## src/sv/ose_pkg.sv

```systemverilog
// shared constants, types and helpers for the opaque span extractor
package ose_pkg;

    localparam int MAX_WIDTH     = 1024;
    localparam int INDEX_BITS    = 20;
    localparam int COUNT_BITS    = 20;
    localparam int LEN_BITS      = 11;
    localparam int WIDTH_BITS    = 11;
    localparam int PIX_BITS      = 8;
    localparam int COL_BITS      = $clog2(MAX_WIDTH);
    localparam int SPAN_BITS     = INDEX_BITS + LEN_BITS + COUNT_BITS;
    localparam int M_DATA_BITS   = ((SPAN_BITS + 7) / 8) * 8;
    localparam int S_DATA_BITS   = ((PIX_BITS + 7) / 8) * 8;

    localparam logic [WIDTH_BITS-1:0] WIDTH_RESET = WIDTH_BITS'(320);
    localparam logic [WIDTH_BITS-1:0] WIDTH_MAX   = WIDTH_BITS'(MAX_WIDTH);

    // one pixel word as held in the input register
    typedef struct packed {
        logic [PIX_BITS-1:0] pixel;
        logic                last_pixel;
    } t_pixel_word;

    // one span result
    typedef struct packed {
        logic [COUNT_BITS-1:0] span_number;
        logic [LEN_BITS-1:0]   span_length;
        logic [INDEX_BITS-1:0] span_start;
    } t_span;

    // clamp the programmed width to 1..MAX_WIDTH
    function automatic logic [WIDTH_BITS-1:0] eff_width(input logic [WIDTH_BITS-1:0] w);
        logic [WIDTH_BITS-1:0] r;
        if (w == '0) begin
            r = WIDTH_BITS'(1);
        end else if (w > WIDTH_MAX) begin
            r = WIDTH_MAX;
        end else begin
            r = w;
        end
        return r;
    endfunction

endpackage

```

## src/sv/ose_in_stage.sv

```systemverilog
// input register stage for pixel words
module ose_in_stage
    import ose_pkg::*;
(
    input  logic        i_clk,
    input  logic        i_rst_n,
    input  logic        i_valid,
    output logic        o_ready,
    input  t_pixel_word i_word,
    input  logic        i_take,
    output logic        o_valid,
    output t_pixel_word o_word
);

    logic        r_valid;
    t_pixel_word r_word;

    // accept when empty or when the held word moves on this cycle
    assign o_ready = !r_valid || i_take;
    assign o_valid = r_valid;
    assign o_word  = r_word;

    // valid flag
    always_ff @(posedge i_clk) begin
        if (!i_rst_n) begin
            r_valid <= 1'b0;
        end else if (o_ready) begin
            r_valid <= i_valid;
        end
    end

    // payload
    always_ff @(posedge i_clk) begin
        if (i_valid && o_ready) begin
            r_word <= i_word;
        end
    end

endmodule

```

## src/sv/ose_span_core.sv

```systemverilog
// span detection state, width register and next-state logic
module ose_span_core
    import ose_pkg::*;
(
    input  logic                  i_clk,
    input  logic                  i_rst_n,
    input  logic                  i_cfg_valid,
    input  logic [WIDTH_BITS-1:0] i_cfg_data,
    input  logic                  i_step,
    input  t_pixel_word           i_word,
    output logic                  o_hit,
    output t_span                 o_span
);

    logic [WIDTH_BITS-1:0] r_width;
    logic [INDEX_BITS-1:0] r_pos;
    logic [COL_BITS-1:0]   r_col;
    logic [PIX_BITS-1:0]   r_key;
    logic [LEN_BITS-1:0]   r_run;
    logic [COUNT_BITS-1:0] r_cnt;

    logic [INDEX_BITS-1:0] n_pos;
    logic [COL_BITS-1:0]   n_col;
    logic [PIX_BITS-1:0]   n_key;
    logic [LEN_BITS-1:0]   n_run;
    logic [COUNT_BITS-1:0] n_cnt;

    logic [WIDTH_BITS-1:0] w_eff;
    logic                  row_end;
    logic                  opaque;
    logic [LEN_BITS-1:0]   run_inc;
    logic [INDEX_BITS-1:0] run_ext;

    // width register; the user must write it only while idle, the block itself does not enforce this
    always_ff @(posedge i_clk) begin
        if (!i_rst_n) begin
            r_width <= WIDTH_RESET;
        end else if (i_cfg_valid) begin
            r_width <= i_cfg_data;
        end
    end

    // classify the pixel and decide whether a run closes
    always_comb begin
        w_eff   = eff_width(r_width);
        row_end = (WIDTH_BITS'(r_col) + WIDTH_BITS'(1)) >= w_eff;
        n_key   = (r_pos == '0) ? i_word.pixel : r_key;
        opaque  = i_word.pixel != n_key;
        run_inc = opaque ? r_run + LEN_BITS'(1) : r_run;
        run_ext = INDEX_BITS'(run_inc);
        o_hit   = (run_inc != '0) && (!opaque || row_end || i_word.last_pixel);

        o_span.span_start  = opaque ? (r_pos + INDEX_BITS'(1) - run_ext) : (r_pos - run_ext);
        o_span.span_length = run_inc;
        o_span.span_number = r_cnt;

        if (i_word.last_pixel) begin
            n_pos = '0;
            n_col = '0;
            n_run = '0;
            n_cnt = '0;
        end else begin
            n_pos = r_pos + INDEX_BITS'(1);
            n_col = row_end ? '0 : r_col + COL_BITS'(1);
            n_run = (o_hit || row_end) ? '0 : run_inc;
            n_cnt = o_hit ? r_cnt + COUNT_BITS'(1) : r_cnt;
        end
    end

    // image state
    always_ff @(posedge i_clk) begin
        if (!i_rst_n) begin
            r_pos <= '0;
            r_col <= '0;
            r_key <= '0;
            r_run <= '0;
            r_cnt <= '0;
        end else if (i_step) begin
            r_pos <= n_pos;
            r_col <= n_col;
            r_key <= n_key;
            r_run <= n_run;
            r_cnt <= n_cnt;
        end
    end

endmodule

```

## src/sv/ose_out_stage.sv

```systemverilog
// result register holding one span word for the output side
module ose_out_stage
    import ose_pkg::*;
(
    input  logic                   i_clk,
    input  logic                   i_rst_n,
    input  logic                   i_load,
    input  logic                   i_hit,
    input  t_span                  i_span,
    output logic                   o_free,
    output logic                   o_valid,
    input  logic                   i_ready,
    output logic [M_DATA_BITS-1:0] o_data
);

    logic  r_valid;
    t_span r_span;

    // room for a new word when empty or being taken now
    assign o_free  = !r_valid || i_ready;
    assign o_valid = r_valid;
    assign o_data  = M_DATA_BITS'(r_span);

    // valid flag
    always_ff @(posedge i_clk) begin
        if (!i_rst_n) begin
            r_valid <= 1'b0;
        end else if (i_load) begin
            r_valid <= i_hit;
        end else if (i_ready) begin
            r_valid <= 1'b0;
        end
    end

    // payload
    always_ff @(posedge i_clk) begin
        if (i_load && i_hit) begin
            r_span <= i_span;
        end
    end

endmodule

```

## src/sv/opaque_span_extractor.sv

```systemverilog
// top level of the opaque span extractor
//  channel | dir | handshake                     | payload
//  s_      | in  | s_tvalid / s_tready           | s_tdata = pixel, s_tlast = last_pixel
//  m_      | out | m_tvalid / m_tready           | m_tdata = span_start, span_length, span_number
//  cfg     | in  | i_cfg_valid / o_cfg_ready     | i_cfg_data = image_width
// one pixel per cycle sustained while the output side is not stalled; an accepted pixel
// goes to the input register, then through the span logic into the result register
// the per-pixel state update is combinational, registered when the held word advances
// synchronous active-low reset clears the valid flags and span state, width returns to 320
// a stalled output holds its word; input keeps flowing while the result register can move
module opaque_span_extractor
    import ose_pkg::*;
(
    input  logic                   i_clk,
    input  logic                   i_rst_n,
    input  logic                   s_tvalid,
    output logic                   s_tready,
    input  logic [S_DATA_BITS-1:0] s_tdata,   // [7:0] pixel
    input  logic                   s_tlast,   // last_pixel
    output logic                   m_tvalid,
    input  logic                   m_tready,
    output logic [M_DATA_BITS-1:0] m_tdata,   // [19:0] span_start, [30:20] span_length,
                                              // [50:31] span_number, rest zero
    input  logic                   i_cfg_valid,
    output logic                   o_cfg_ready,
    input  logic [WIDTH_BITS-1:0]  i_cfg_data
);

    t_pixel_word in_word;
    t_pixel_word held_word;
    logic        held_valid;
    logic        out_free;
    logic        advance;
    logic        hit;
    t_span       span;

    assign in_word.pixel      = s_tdata[PIX_BITS-1:0];
    assign in_word.last_pixel = s_tlast;
    assign o_cfg_ready        = 1'b1;

    // held word moves into the span logic when the result side has room
    assign advance = held_valid && out_free;

    ose_in_stage u_in (
        .i_clk   (i_clk),
        .i_rst_n (i_rst_n),
        .i_valid (s_tvalid),
        .o_ready (s_tready),
        .i_word  (in_word),
        .i_take  (advance),
        .o_valid (held_valid),
        .o_word  (held_word)
    );

    ose_span_core u_core (
        .i_clk       (i_clk),
        .i_rst_n     (i_rst_n),
        .i_cfg_valid (i_cfg_valid),
        .i_cfg_data  (i_cfg_data),
        .i_step      (advance),
        .i_word      (held_word),
        .o_hit       (hit),
        .o_span      (span)
    );

    ose_out_stage u_out (
        .i_clk   (i_clk),
        .i_rst_n (i_rst_n),
        .i_load  (advance),
        .i_hit   (hit),
        .i_span  (span),
        .o_free  (out_free),
        .o_valid (m_tvalid),
        .i_ready (m_tready),
        .o_data  (m_tdata)
    );

endmodule

```

## config.mk

```make
export PLATFORM = sky130hd
export DESIGN_NAME = opaque_span_extractor
export DESIGN_NICKNAME = d
export VERILOG_FILES = /design/src/sv/ose_pkg.sv /design/src/sv/ose_in_stage.sv /design/src/sv/ose_span_core.sv /design/src/sv/ose_out_stage.sv /design/src/sv/opaque_span_extractor.sv
export SDC_FILE = /design/constraint.sdc
export NUM_CORES = 1
export LEC_CHECK = 0
export CAP_MARGIN = 20
export CORE_UTILIZATION = 58
export CTS_CLUSTER_DIAMETER = 120
export DETAILED_ROUTE_END_ITERATION = 6
export DONT_BUFFER_PORTS = 1
export PLACE_DENSITY = 0.75
export SLEW_MARGIN = 20
export SYNTH_ARGS = -nofsm -noshare
export SYNTH_HDL_FRONTEND = slang
export SYNTH_SLANG_ARGS = --single-unit
```

## constraint.sdc

```tcl
create_clock -name i_clk -period 4.95 [get_ports i_clk]
set_clock_uncertainty 0.05 [all_clocks]
set_input_delay 0.7425 -clock i_clk [delete_from_list [all_inputs] [get_ports i_clk]]
set_output_delay 0.7425 -clock i_clk [all_outputs]
set_load 0.05 [all_outputs]
```

# [After elaboration in Yosys (flattened, before gate mapping)]
# Cells that the tools add are included.
[word_totals] ff_bits=142 in_bits=25 output_inout_bits=59 elab_cells=55
[classes] n_addsub=7 order_cmp=2 eq_ne=1 muxes=14 reduce_logical=18
[op_table] operator="$mux W20" n=4
[op_table] operator="$mux W11" n=5
[op_table] operator="$add A20 B1 Y20 const B" n=2
[op_table] operator="$sub A20 B11 Y20" n=2
[op_table] operator="$logic_not A20 Y1" n=1
[op_table] operator="$mux W10" n=2
[op_table] operator="$add A10 B1 Y11 const B" n=1
[op_table] operator="$add A11 B1 Y11 const B" n=1
[op_table] operator="$ge A11 B11 Y1" n=1
[op_table] operator="$gt A11 B11 Y1 const B" n=1
[op_table] operator="$logic_not A11 Y1" n=1
[op_table] operator="$reduce_bool A11 Y1" n=1
[op_table] operator="$add A10 B1 Y10 const B" n=1
[op_table] operator="$mux W8" n=1
[op_table] operator="$ne A8 B8 Y1" n=1
[op_table] operator="$logic_or A1 B1 Y1" n=5
[op_table] operator="$logic_and A1 B1 Y1" n=4
[op_table] operator="$reduce_bool A2 Y1" n=2
[op_table] operator="$logic_not A1 Y1" n=3
[op_table] operator="$mux W1" n=2
[op_table] operator="$reduce_and A2 Y1" n=1

# [Depth between registers and ports, before layout]
# Gate-level depths: netlist of run 1.
[logic_depth] depth_word=10 ltp_mapped=21

# [Modules after synthesis]
# Synthesis of run 1 repeated with hierarchy kept, for this count alone.
[unflattened] cells_unflattened=860 hier_area_um2=7840.0
[modules_own_cells] module="ose_span_core" instances=1 cells_per_inst=781 area_each_um2=5870.6 seq_area_each_um2=1601.5
[modules_own_cells] module="ose_out_stage" instances=1 cells_per_inst=62 area_each_um2=1624.1 seq_area_each_um2=1551.5
[modules_own_cells] module="ose_in_stage" instances=1 cells_per_inst=14 area_each_um2=327.8 seq_area_each_um2=290.3
[modules_own_cells] module="opaque_span_extractor" instances=1 cells_per_inst=3 area_each_um2=17.5 seq_area_each_um2=0.0

# [Worst setup path after synthesis of run 1]
# OpenSTA, ideal clock, no wires.
[synth_path] kind="register to register" start="reg u_core.r_col[0]" end="reg u_core.r_cnt[2]" setup_time_ns=0.117 t_arrival_ns=5.080 path_slack_ns=-0.296 path_stages_with_launch=13 path_buffers=0 synth_period_minus_slack_ns=5.246 cell_sequence="dfxtp_1 -> ha_1 -> and3_1 -> and3_1 -> and3_1 -> and3_1 -> ha_1 -> o2111ai_1 -> o21ai_0 -> o2bb2ai_2 -> nor2_1 -> a211oi_1 -> a41o_1"
[synth_via] elab_chain_cells=7
[synth_rtl] item="start: declaration" line_no="ose_span_core.sv:17" rtl="logic [COL_BITS-1:0] r_col;"
[synth_rtl] item="start signal: assignment" line_no="ose_span_core.sv:80" rtl="r_col <= n_col;"
[synth_rtl] item="$add A10 B1 Y11" line_no="ose_span_core.sv:46" rtl="row_end = (WIDTH_BITS'(r_col) + WIDTH_BITS'(1)) >= w_eff;"
[synth_rtl] item="$ge A11 B11 Y1" line_no="ose_span_core.sv:46"
[synth_rtl] item="$logic_or A1 B1 Y1 (2 in series)" line_no="ose_span_core.sv:51" rtl="o_hit = (run_inc != '0) && (!opaque || row_end || i_word.last_pixel);"
[synth_rtl] item="$logic_and A1 B1 Y1" line_no="ose_span_core.sv:51"
[synth_rtl] item="$reduce_bool A2 Y1 (no line)"
[synth_rtl] item="$reduce_and A2 Y1 (no line)"
[synth_rtl] item="end signal: assignment" line_no="ose_span_core.sv:83" rtl="r_cnt <= n_cnt;"
[synth_rtl] item="end: declaration" line_no="ose_span_core.sv:20" rtl="logic [COUNT_BITS-1:0] r_cnt;"
# Every way passes these cells.
# A chain may end at the register's enable or synchronous reset.

==> flow_metrics.env, run 1 <==
export IMPL_start_util_pct=59.6
export IMPL_core_area_um2=13300
export IMPL_setup_viol=0
export IMPL_intPower_w=0.00206
export IMPL_cts_root_buf="clkbuf_16"
export IMPL_startpoint_type="register"
export IMPL_p_leak_nw=3.24
export IMPL_cts_tree="done"
export IMPL_die_x_um=119
export IMPL_hold_violations=0
export IMPL_r2r_start="u_core.r_pos[0]"
export IMPL_crit_top_cell="ha_1"
export IMPL_globalplace_congestion=0.919
export IMPL_ios=84
export IMPL_synthTopCellsByArea="edfxtp_1, dfxtp_1, xor2_1"
export IMPL_crit_fanout=13
export IMPL_status="finished, final reports clean"
export IMPL_r2r_cells=16
export IMPL_critPathMaxStageDelay_ns=0.68
export IMPL_worstPathCellList="inv_1 -> ha_1 -> or4b_1 -> nor3_2 -> and3_1 -> nor2_1 -> mux2i_1 -> xnor2_1 -> ha_1 -> o21ai_0 -> mux2_2 -> o311ai_4 -> a31oi_2 -> a221o_1 -> o2bb2ai_1 -> xor2_1"
export IMPL_yosys_warnings=0
export IMPL_clkPwrFrac_pct=45.7
export IMPL_rows=42
export IMPL_grt_pass1_wl_um=28300
export IMPL_fin_crit_ns=4.61
export IMPL_grt_pass1_vias=5718
export IMPL_placed_cell_area_um2=8020
export IMPL_yosysSeqAreaShare_pct=43.5
export IMPL_seqPwrFrac_pct=47.8
export IMPL_setup_tns_final_ns=0
export IMPL_power_w=0.00274
export IMPL_post_cts_resized=0
export IMPL_cts_setup_buffers=0
export IMPL_dieHeight_um=119
export IMPL_power_density_nw_per_um2=318
export IMPL_die_area_um2=14100
export IMPL_relSlewSlack_pct=40.3
export IMPL_wl_per_cell_um=17.4
export IMPL_async_reset_ff_share_pct=0
export IMPL_tightest_slew_ns=0.893
export IMPL_route_final_wire_length_um=17500
export IMPL_grt_start_max_net_pins=66
export IMPL_cts_sinks=142
export IMPL_fin_crit_sh_pct=93.0
export IMPL_synth_cell_area_um2=7920
export IMPL_initialDrtViolationCount=582
export IMPL_via_count=6016
export IMPL_r2r_end="u_out.o_data[12]"
export IMPL_drive_gt1_share_pct=10.4
export IMPL_vias_per_cell=6.00
export IMPL_synth_enable_flop_cells=60
export IMPL_end_kind="register"
export IMPL_drt_pass1_iter_count=5
export IMPL_drv_slew=0
export IMPL_area_growth_pct=8.50
export IMPL_clk_pin_slew_ns=0.06
export IMPL_syn_inst=829
export IMPL_hold_depth=1
export IMPL_postSynthAreaPerCell_um2=9.55
export IMPL_maxClockFrequency_mhz=217
export IMPL_min_to="u_core.r_width[6]"
export IMPL_fillers=1030
export IMPL_worstHoldStart="i_rst_n"
export IMPL_combPwrFrac_pct=6.5
export IMPL_synth_seq_cells=142
export IMPL_slowest_stage="nor2_1"
export IMPL_critPathRequiredTime_ns=5.06
export IMPL_clock_latency_ns=0.42
export IMPL_grt_overflow=0
export IMPL_synth_top_cell_by_area="edfxtp_1"
export IMPL_nets=863
export IMPL_synth_main_ff_cell="dfxtp_1"
export IMPL_portBuffers=0
export IMPL_ys_types=80
export IMPL_vdd_drop_max_v=0.000262
export IMPL_numCtsBuffers=17
export IMPL_ctsHoldBuffers=0
export IMPL_dp_hpwl_um=12000
export IMPL_cp_arrival_ns=4.71
export IMPL_rsz0062_at_grt="false"
export IMPL_p_switching_w=0.000677
export IMPL_grt_use_total_pct=25.7
export IMPL_crit_type="reg2reg"
export IMPL_synth_top_area_share_pct=22.8
export IMPL_final_area_um2=8590
export IMPL_antenna_found_initial=0
export IMPL_regToRegSetupSlack_ns=0.34
export IMPL_drv_cap=0
export IMPL_cp_startpoint="u_core.r_pos[0]"
export IMPL_ant_nets=0
export IMPL_netSwitchingFraction_pct=24.8
export IMPL_htreeDepth=4
export IMPL_diodes=0
export IMPL_hold_class="in2reg"
export IMPL_drcViolationCount=0
export IMPL_clk_path_buf_depth=2
[placed cells by master, fill, tap and decap left out, drive strengths merged, types with 19 or more instances in the layout]
cell    synthesis  final
nand2          87     87
dfxtp          82     82
edfxtp         60     60
nor2           57     57
xor2           45     45
o21ai          44     44
xnor2          39     39
nand3          33     33
and3           29     29
nor2b          28     28
inv            22     25
ha             24     24
a21boi         21     21
a21oi          21     21
nor3           21     21
and2           19     19
clkbuf         34     19
[critical path, delay by kind of cell, from the launching register on]
family / cells / cell delay [ns]
AO/OA/AOI/OAI: 5 / 1.13
AND/OR/NAND/NOR: 4 / 1.09
multiplexers: 2 / 0.71
flip-flops: 1 / 0.45
adder cells (fa/ha/maj): 2 / 0.42
XOR/XNOR: 2 / 0.32
buffers and inverters: 1 / 0.15
[flip-flops by register name, summed over array words and instances, names as in the netlist, 8 cells and up]
signal and cells:
u_out.o_data 51, u_core.r_pos 20, u_in.o_word 9, u_core.r_col 10, u_core.r_width 11, u_core.r_run 11
u_core.r_key 8, u_core.r_cnt 20
[synth_stat cells (7+ instances only)]
| library cell | instances |
|---|---|
| o21ai_0 | 43 |
| clkbuf_1 | 33 |
| xor2_1 | 45 |
| nand3_2 | 9 |
| ha_1 | 24 |
| nor2_1 | 57 |
| nand3_1 | 24 |
| a22oi_1 | 8 |
| nor4_1 | 9 |
| buf_2 | 8 |
| a31oi_1 | 12 |
| and2_1 | 17 |
| nor3_1 | 17 |
| edfxtp_1 | 60 |
| mux2i_1 | 15 |
| nor2b_1 | 28 |
| and3_1 | 27 |
| inv_1 | 21 |
| dfxtp_1 | 82 |
| o31ai_1 | 7 |
| xnor2_1 | 37 |
| nand4_1 | 9 |
| a21boi_0 | 20 |
| nand2_1 | 86 |
| a21oi_1 | 19 |
| buf_4 | 7 |
[area by class of cell]
type	count	area, um2	share of cell area (%)
multi-input combinational	612	4120	48.0
sequential	142	3440	40.1
clock buffer	19	433	5.04
tap	176	220	2.56
clock inverter	13	140	1.63
timing repair buffer	17	140	1.63
inverter	24	90.1	1.05
[cells by family after synthesis]
group / Yosys count / synth area share [%]
simple gates: 325 / 22.2
compound gates: 156 / 13.9
flops: 142 / 43.5
xor+xnor: 84 / 9.48
buf+inv: 79 / 4.71
fa+ha+maj: 24 / 3.79
mux: 17 / 2.32
other cells: 2 / 0.0949
[routing by layer]
metal / wire [um] / track usage [%] / up-vias
li1: - / - / 2889
met1: 7600 / 31.8 / 2883
met2: 8570 / 42.5 / 219
met3: 983 / 6.70 / 25
met4: 320 / 10.4 / 0
met5: 0 / 0 / -
[power by group through the flow]
stage / Sequential (W) / Clock, W / Combinational (W)
floorplan: 0.00133 / 0 / 0.000151
global placement: 0.00133 / 0 / 0.000173
finish: 0.00131 / 0.00125 / 0.000179
global route: 0.00131 / 0.00132 / 0.000195
CTS: 0.00131 / 0.00127 / 0.000178
detailed placement: 0.00133 / 0 / 0.000177
[how the worst max path moves through the flow]
stage | end | slack, ns | cells past startpoint
floorplan | u_core.r_cnt[2] | 0.64 | 12
global placement | u_out.o_data[12] | 0.60 | 16
detailed placement | u_out.o_data[12] | 0.40 | 16
CTS | u_out.o_data[12] | 0.40 | 16
global route | u_out.o_data[12] | 0.08 | 16
finish | u_out.o_data[12] | 0.34 | 16
[per-stage QoR]
step	hold WS [ns]	std cells	worst slack, ns	utilization (%)
final	0.351	1003	0.345	64.6
after global routing	0.329	1003	0.0775	64.6
after CTS	0.334	1003	0.399	64.6
after detailed placement	0.374	971	0.403	60.3
after global placement	0.384	971	0.597	60.3
after floorplan	0.358	833	0.645	-
Power figures use the tool's default switching activity.
==> run 2: changes to the inputs <==
--- a/config.mk
+++ b/config.mk
@@ -5,12 +5,15 @@
 export SDC_FILE = /design/constraint.sdc
 export NUM_CORES = 1
 export LEC_CHECK = 0
+export ABC_AREA = 1
 export CAP_MARGIN = 20
-export CORE_UTILIZATION = 58
+export CELL_PAD_IN_SITES_DETAIL_PLACEMENT = 1
+export CELL_PAD_IN_SITES_GLOBAL_PLACEMENT = 2
+export CORE_UTILIZATION = 34
 export CTS_CLUSTER_DIAMETER = 120
 export DETAILED_ROUTE_END_ITERATION = 6
 export DONT_BUFFER_PORTS = 1
-export PLACE_DENSITY = 0.75
+export PLACE_DENSITY = 0.85
 export SLEW_MARGIN = 20
 export SYNTH_ARGS = -nofsm -noshare
 export SYNTH_HDL_FRONTEND = slang
==> run 2 against run 1 <==
Net effect:
- first-iteration DRC count is 48% lower
- largest power group unchanged
- sequential cell count stayed put
- non-clock buffer count is 11 lower
- hold slack better by 0.0018 ns
==> flow_metrics.env, run 2 <==
export IMPL_vias_per_cell=4.88
export IMPL_initialDrtViolationCount=300
export IMPL_fin_crit_ns=4.41
export IMPL_maxClockFrequency_mhz=227
export IMPL_grt_start_max_net_pins=57
export IMPL_setup_tns_final_ns=0
export IMPL_cts_setup_buffers=0
export IMPL_relSlewSlack_pct=37.0
export IMPL_route_final_wire_length_um=21800
export IMPL_synthTopCellsByArea="edfxtp_1, dfxtp_1, nand2_1"
export IMPL_power_density_nw_per_um2=364
export IMPL_setup_viol=0
export IMPL_synth_enable_flop_cells=60
export IMPL_wl_per_cell_um=15.3
export IMPL_die_x_um=159
export IMPL_clk_path_buf_depth=2
export IMPL_fin_hold_ws_ns=0.353
export IMPL_drv_cap=0
export IMPL_grt_pass1_wl_um=36100
export IMPL_synth_most_common_cell="nand2_1"
export IMPL_slowest_stage="nand3_2"
export IMPL_status="finished, final reports clean"
export IMPL_cts_tree="done"
export IMPL_htreeDepth=4
export IMPL_worstPathCellList="inv_1 -> ha_1 -> nand3_1 -> nor2_2 -> nand3_2 -> nand3_1 -> nand2_1 -> nor2_4 -> nand2_4 -> nor2_8 -> buf_4 -> o21ai_0 -> ha_1 -> a21oi_1 -> o21ai_0 -> a21oi_1 -> nand2_1 -> o21ai_1 -> nand2_1"
export IMPL_ys_types=48
export IMPL_synth_top_area_share_pct=21.5
export IMPL_crit_top_cell="nand2_1"
export IMPL_die_area_um2=25300
export IMPL_largest_reg_flops=51
export IMPL_synth_seq_cells=142
export IMPL_syn_inst=1106
export IMPL_cts_root_buf="clkbuf_16"
export IMPL_vdd_drop_max_v=0.000170
export IMPL_postSynthAreaPerCell_um2=7.59
export IMPL_cp_arrival_ns=4.53
export IMPL_clk_pin_slew_ns=0.07
export IMPL_dp_hpwl_um=16100
export IMPL_hold_class="in2reg"
export IMPL_rsz0062_at_grt="false"
export IMPL_cts_sinks=142
export IMPL_tightest_slew_ns=0.943
export IMPL_synth_commonest_cells="nand2_1, nor2_1, inv_1"
export IMPL_yosys_warnings=0
export IMPL_fillers=2986
export IMPL_post_cts_resized=0
export IMPL_drive_gt1_share_pct=9.95
export IMPL_grt_use_total_pct=17.6
export IMPL_ios=84
export IMPL_clock_latency_ns=0.42
export IMPL_end_kind="register"
export IMPL_async_reset_ff_share_pct=0
export IMPL_synth_cell_area_um2=8400
export IMPL_synth_main_ff_cell="dfxtp_1"
export IMPL_antenna_found_initial=0
export IMPL_drv_slew=0
export IMPL_globalplace_congestion=0.830
export IMPL_nets=1142
export IMPL_final_cell_mix="nand2_1, nor2_1, inv_1, dfxtp_1, a21oi_1"
export IMPL_diodes=0
export IMPL_numCtsBuffers=17
export IMPL_start_util_pct=34.6
export IMPL_p_leak_nw=3.70
export IMPL_hold_violations=0
export IMPL_fin_crit_sh_pct=89.1
export IMPL_synth_top_cell_by_area="edfxtp_1"
export IMPL_cp_num_buf_inv=2
export IMPL_drt_pass1_iter_count=4
export IMPL_dieHeight_um=159
export IMPL_rows=57
export IMPL_portBuffers=0
export IMPL_crit_type="reg2reg"
export IMPL_grt_pass1_vias=6898
export IMPL_ant_nets=0
export IMPL_drcViolationCount=0
export IMPL_critPathRequiredTime_ns=5.07
export IMPL_crit_fanout=32
export IMPL_core_area_um2=24200
export IMPL_critPathTopFamily="simple AND/OR/NAND/NOR gates"
export IMPL_power_w=0.00334
export IMPL_area_growth_pct=9.28
export IMPL_layout_commonest_cell="nand2_1"
export IMPL_yosysSeqAreaShare_pct=41.0
export IMPL_via_count=6977
export IMPL_postLayoutCoreUtil_pct=37.8
export IMPL_grt_overflow=0
export IMPL_critPathMaxStageDelay_ns=0.48
export IMPL_startpoint_type="register"
export IMPL_ctsHoldBuffers=0
run 2: through the flow:
| stage | worst slack (ns) | cells | instance area (um2) |
|---|---|---|---|
| detailed placement | 0.504 | 1398 | 8620 |
| finish | 0.540 | 1430 | 9180 |
| global placement | 0.662 | 1398 | 8620 |
| CTS | 0.472 | 1430 | 9180 |
| global route | 0.144 | 1430 | 9180 |
| floorplan | 1.11 | 1110 | 8410 |
run 2: logic make-up (layout without fill, tap and decap cells):
| logic type | count (synthesis) | count (layout) | synth area share [%] |
|---|---|---|---|
| xor+xnor | 57 | 57 | 6.03 |
| flops | 142 | 142 | 41.0 |
| fa+ha+maj | 24 | 24 | 3.58 |
| compound gates | 153 | 153 | 10.1 |
| buf+inv | 160 | 156 | 8.45 |
| other cells | 2 | 6 | 0.0894 |
| simple gates | 568 | 568 | 30.8 |
run 2: final timing paths:
check,slack (ns),cells after the start,to,startpoint
min,0.35,1,u_core.r_width[6],i_rst_n
min reg2reg,0.42,2,u_core.r_pos[18],u_core.r_pos[18]
max,0.54,19,u_out.o_data[15],u_core.r_pos[0]
max reg2reg,0.54,19,u_out.o_data[15],u_core.r_pos[0]
run 2: layer usage:
metal | wire, um | global-route usage (%) | vias to the layer above
li1 | - | - | 3581
met1 | 10800 | 23.7 | 3302
met2 | 10300 | 29.3 | 82
met3 | 581 | 3.00 | 12
met4 | 189 | 4.59 | 0
met5 | 0 | 0 | -
run 2: final cells by class:
| cell class | instances | area [um2] | area share (%) |
|---|---|---|---|
| multi-input combinational | 808 | 4270 | 46.5 |
| sequential | 142 | 3440 | 37.5 |
| inverter | 118 | 443 | 4.83 |
| clock buffer | 17 | 425 | 4.64 |
| tap | 324 | 405 | 4.42 |
| clock inverter | 15 | 135 | 1.47 |
| timing repair buffer | 6 | 57.6 | 0.627 |
run 2: where the power goes:
part           internal (W)  switching, W
Sequential          0.00133      0.000193
Clock              0.000698      0.000546
Combinational      0.000163      0.000410
==> run 3: changes to the inputs <==
--- a/config.mk
+++ b/config.mk
@@ -9,11 +9,12 @@
 export CAP_MARGIN = 20
 export CELL_PAD_IN_SITES_DETAIL_PLACEMENT = 1
 export CELL_PAD_IN_SITES_GLOBAL_PLACEMENT = 2
-export CORE_UTILIZATION = 34
+export CORE_UTILIZATION = 35
+export CTS_BUF_LIST = sky130_fd_sc_hd__clkbuf_2
 export CTS_CLUSTER_DIAMETER = 120
 export DETAILED_ROUTE_END_ITERATION = 6
 export DONT_BUFFER_PORTS = 1
-export PLACE_DENSITY = 0.85
+export PLACE_DENSITY = 0.86
 export SLEW_MARGIN = 20
 export SYNTH_ARGS = -nofsm -noshare
 export SYNTH_HDL_FRONTEND = slang
==> run 3 against run 2 <==
Net effect:
- sequential share of layout area grew 0.89 points
- global-route usage is 1.3 points higher
- critical path depth unchanged
- maximum frequency is essentially flat
- sequential power about the same
- worst setup slack gained 0.0028 ns
- cell count is 0.63% higher
- final area fell by 2.3%
==> flow_metrics.env, run 3 (synthesis gave the netlist of run 2 again) <==
export IMPL_place_inst=1395
export IMPL_grt_use_total_pct=19.0
export IMPL_ios=84
export IMPL_hold_class="in2reg"
export IMPL_startpoint_type="register"
export IMPL_r2r_cells=19
export IMPL_worstPathCellList="inv_1 -> ha_1 -> nand3_1 -> nor2_2 -> nand3_2 -> nand3_1 -> nand2_2 -> nor2_4 -> nand2_4 -> nor2_8 -> nor2_1 -> xor2_1 -> ha_1 -> a21oi_1 -> o21ai_1 -> a21oi_1 -> nand2_1 -> o21ai_1 -> nand2_1"
export IMPL_crit_fanout=29
export IMPL_die_area_um2=24600
export IMPL_critPathRequiredTime_ns=5.38
export IMPL_hold_violations=0
export IMPL_power_density_nw_per_um2=310
export IMPL_vias_per_cell=4.89
export IMPL_ant_nets=0
export IMPL_globalplace_congestion=0.844
export IMPL_nets=1155
export IMPL_seqPwrFrac_pct=54.6
export IMPL_cts_root_buf="clkbuf_2"
export IMPL_cts_tree="done"
export IMPL_clock_latency_ns=0.74
export IMPL_p_leak_nw=3.63
export IMPL_dp_hpwl_um=16300
export IMPL_clk_path_buf_depth=2
export IMPL_netSwitchingFraction_pct=39.3
export IMPL_critPathMaxStageDelay_ns=0.46
export IMPL_drive_gt1_share_pct=10.0
export IMPL_slowest_stage="nand3_2"
export IMPL_setup_tns_final_ns=0
export IMPL_htreeDepth=4
export IMPL_grt_pass1_vias=7239
export IMPL_r2r_end="u_out.o_data[15]"
export IMPL_fillers=2935
export IMPL_setup_viol=0
export IMPL_numCtsBuffers=17
export IMPL_grt_start_max_net_pins=55
export IMPL_route_final_wire_length_um=21900
export IMPL_clkPwrFrac_pct=24.3
export IMPL_vdd_drop_max_v=0.000160
export IMPL_post_cts_resized=0
export IMPL_grt_overflow=0
export IMPL_rsz0062_at_grt="false"
export IMPL_r2r_start="u_core.r_pos[0]"
export IMPL_combPwrFrac_pct=21.1
export IMPL_relSlewSlack_pct=35.9
export IMPL_hold_depth=2
export IMPL_final_cell_mix="nand2_1, nor2_1, inv_1, dfxtp_1, a21oi_1"
export IMPL_tightest_slew_ns=0.958
export IMPL_dieHeight_um=157
export IMPL_layout_commonest_cell="nand2_1"
export IMPL_min_to="u_core.r_width[5]"
export IMPL_fin_crit_ns=4.41
export IMPL_regToRegSetupSlack_ns=0.54
export IMPL_worstHoldStart="i_rst_n"
export IMPL_via_count=7043
export IMPL_cp_startpoint="u_core.r_pos[0]"
export IMPL_drv_slew=0
export IMPL_final_area_um2=8960
export IMPL_crit_type="reg2reg"
export IMPL_core_area_um2=23500
export IMPL_cp_arrival_ns=4.84
export IMPL_placed_cell_area_um2=8630
export IMPL_drcViolationCount=0
export IMPL_grt_pass1_wl_um=36700
export IMPL_start_util_pct=35.8
export IMPL_wl_per_cell_um=15.2
export IMPL_antenna_found_initial=1
export IMPL_initialDrtViolationCount=264
export IMPL_p_switching_w=0.00109
export IMPL_area_growth_pct=6.75
export IMPL_drv_cap=0
export IMPL_drt_pass1_iter_count=4
export IMPL_portBuffers=0
export IMPL_cts_sinks=142
export IMPL_die_x_um=157
export IMPL_maxClockFrequency_mhz=227
export IMPL_rows=56
export IMPL_fin_crit_sh_pct=89.0
export IMPL_end_kind="register"
export IMPL_largest_reg_flops=51
export IMPL_status="finished, final reports clean"
export IMPL_finalNonFillerCells=1439
export IMPL_clk_pin_slew_ns=0.22
export IMPL_intPower_w=0.00169
run 3: metrics by stage:
| stage | utilization, % | worst slack [ns] | hold WS (ns) | total power, W |
|---|---|---|---|---|
| 2_1_floorplan | - | 1.11 | 0.395 | 0.00200 |
| 3_3_place_gp | 36.8 | 0.652 | 0.404 | 0.00212 |
| 3_5_place_dp | 36.8 | 0.553 | 0.422 | 0.00213 |
| 4_1_cts | 38.2 | 0.543 | 0.000459 | 0.00282 |
| 5_1_grt | 38.2 | 0.194 | 0.00191 | 0.00294 |
| 6_report | 38.2 | 0.543 | 0.0816 | 0.00278 |
run 3: cell type report:
cell class	count	area (um2)	share of cell area, %
Sequential cell	142	3440	38.4
Multi-Input combinational cell	808	4270	47.7
Inverter	118	443	4.94
Antenna cell	1	2.50	0.0279
Clock buffer	17	85.1	0.949
Tap cell	319	399	4.45
Clock inverter	15	135	1.51
Timing Repair Buffer	19	183	2.04
run 3: power by group through the flow:
| stage | logic (W) | clock network [W] | registers, W |
|---|---|---|---|
| 2_1_floorplan | 0.000469 | 0 | 0.00153 |
| 3_3_place_gp | 0.000576 | 0 | 0.00154 |
| 3_5_place_dp | 0.000588 | 0 | 0.00154 |
| 4_1_cts | 0.000598 | 0.000705 | 0.00152 |
| 5_1_grt | 0.000661 | 0.000748 | 0.00153 |
| 6_report | 0.000587 | 0.000676 | 0.00152 |
run 3: worst max-delay path, delay by kind of cell, from the launching register on:
kind,cells,cell delay [ns]
AO/OA/AOI/OAI,4,0.77
adder cells (fa/ha/maj),2,0.54
buffers and inverters,1,0.16
flip-flops,1,0.36
AND/OR/NAND/NOR,11,1.94
XOR/XNOR,1,0.37
run 3: metal layers:
layer	vias up	track usage [%]	wire, um
li1	3591	-	-
met4	0	5.32	301
met5	-	0	0
met2	80	32.6	10500
met1	3350	24.4	10600
met3	22	3.08	507
run 3: how the worst max path moves through the flow:
stage / endpoint / slack (ns) / cells past startpoint
2_1_floorplan: u_out.o_data[0] / 1.11 / 15
5_1_grt: u_out.o_data[15] / 0.19 / 19
4_1_cts: u_out.o_data[15] / 0.54 / 19
3_3_place_gp: u_out.o_data[15] / 0.65 / 19
6_report: u_out.o_data[15] / 0.54 / 19
3_5_place_dp: u_out.o_data[15] / 0.55 / 19
run 3: timing repair:
| action | CTS | global route |
|---|---|---|
| setup buffers | 0 | 0 |
| hold buffers | 11 | 0 |
| hold endpoints to repair | 17 | 0 |
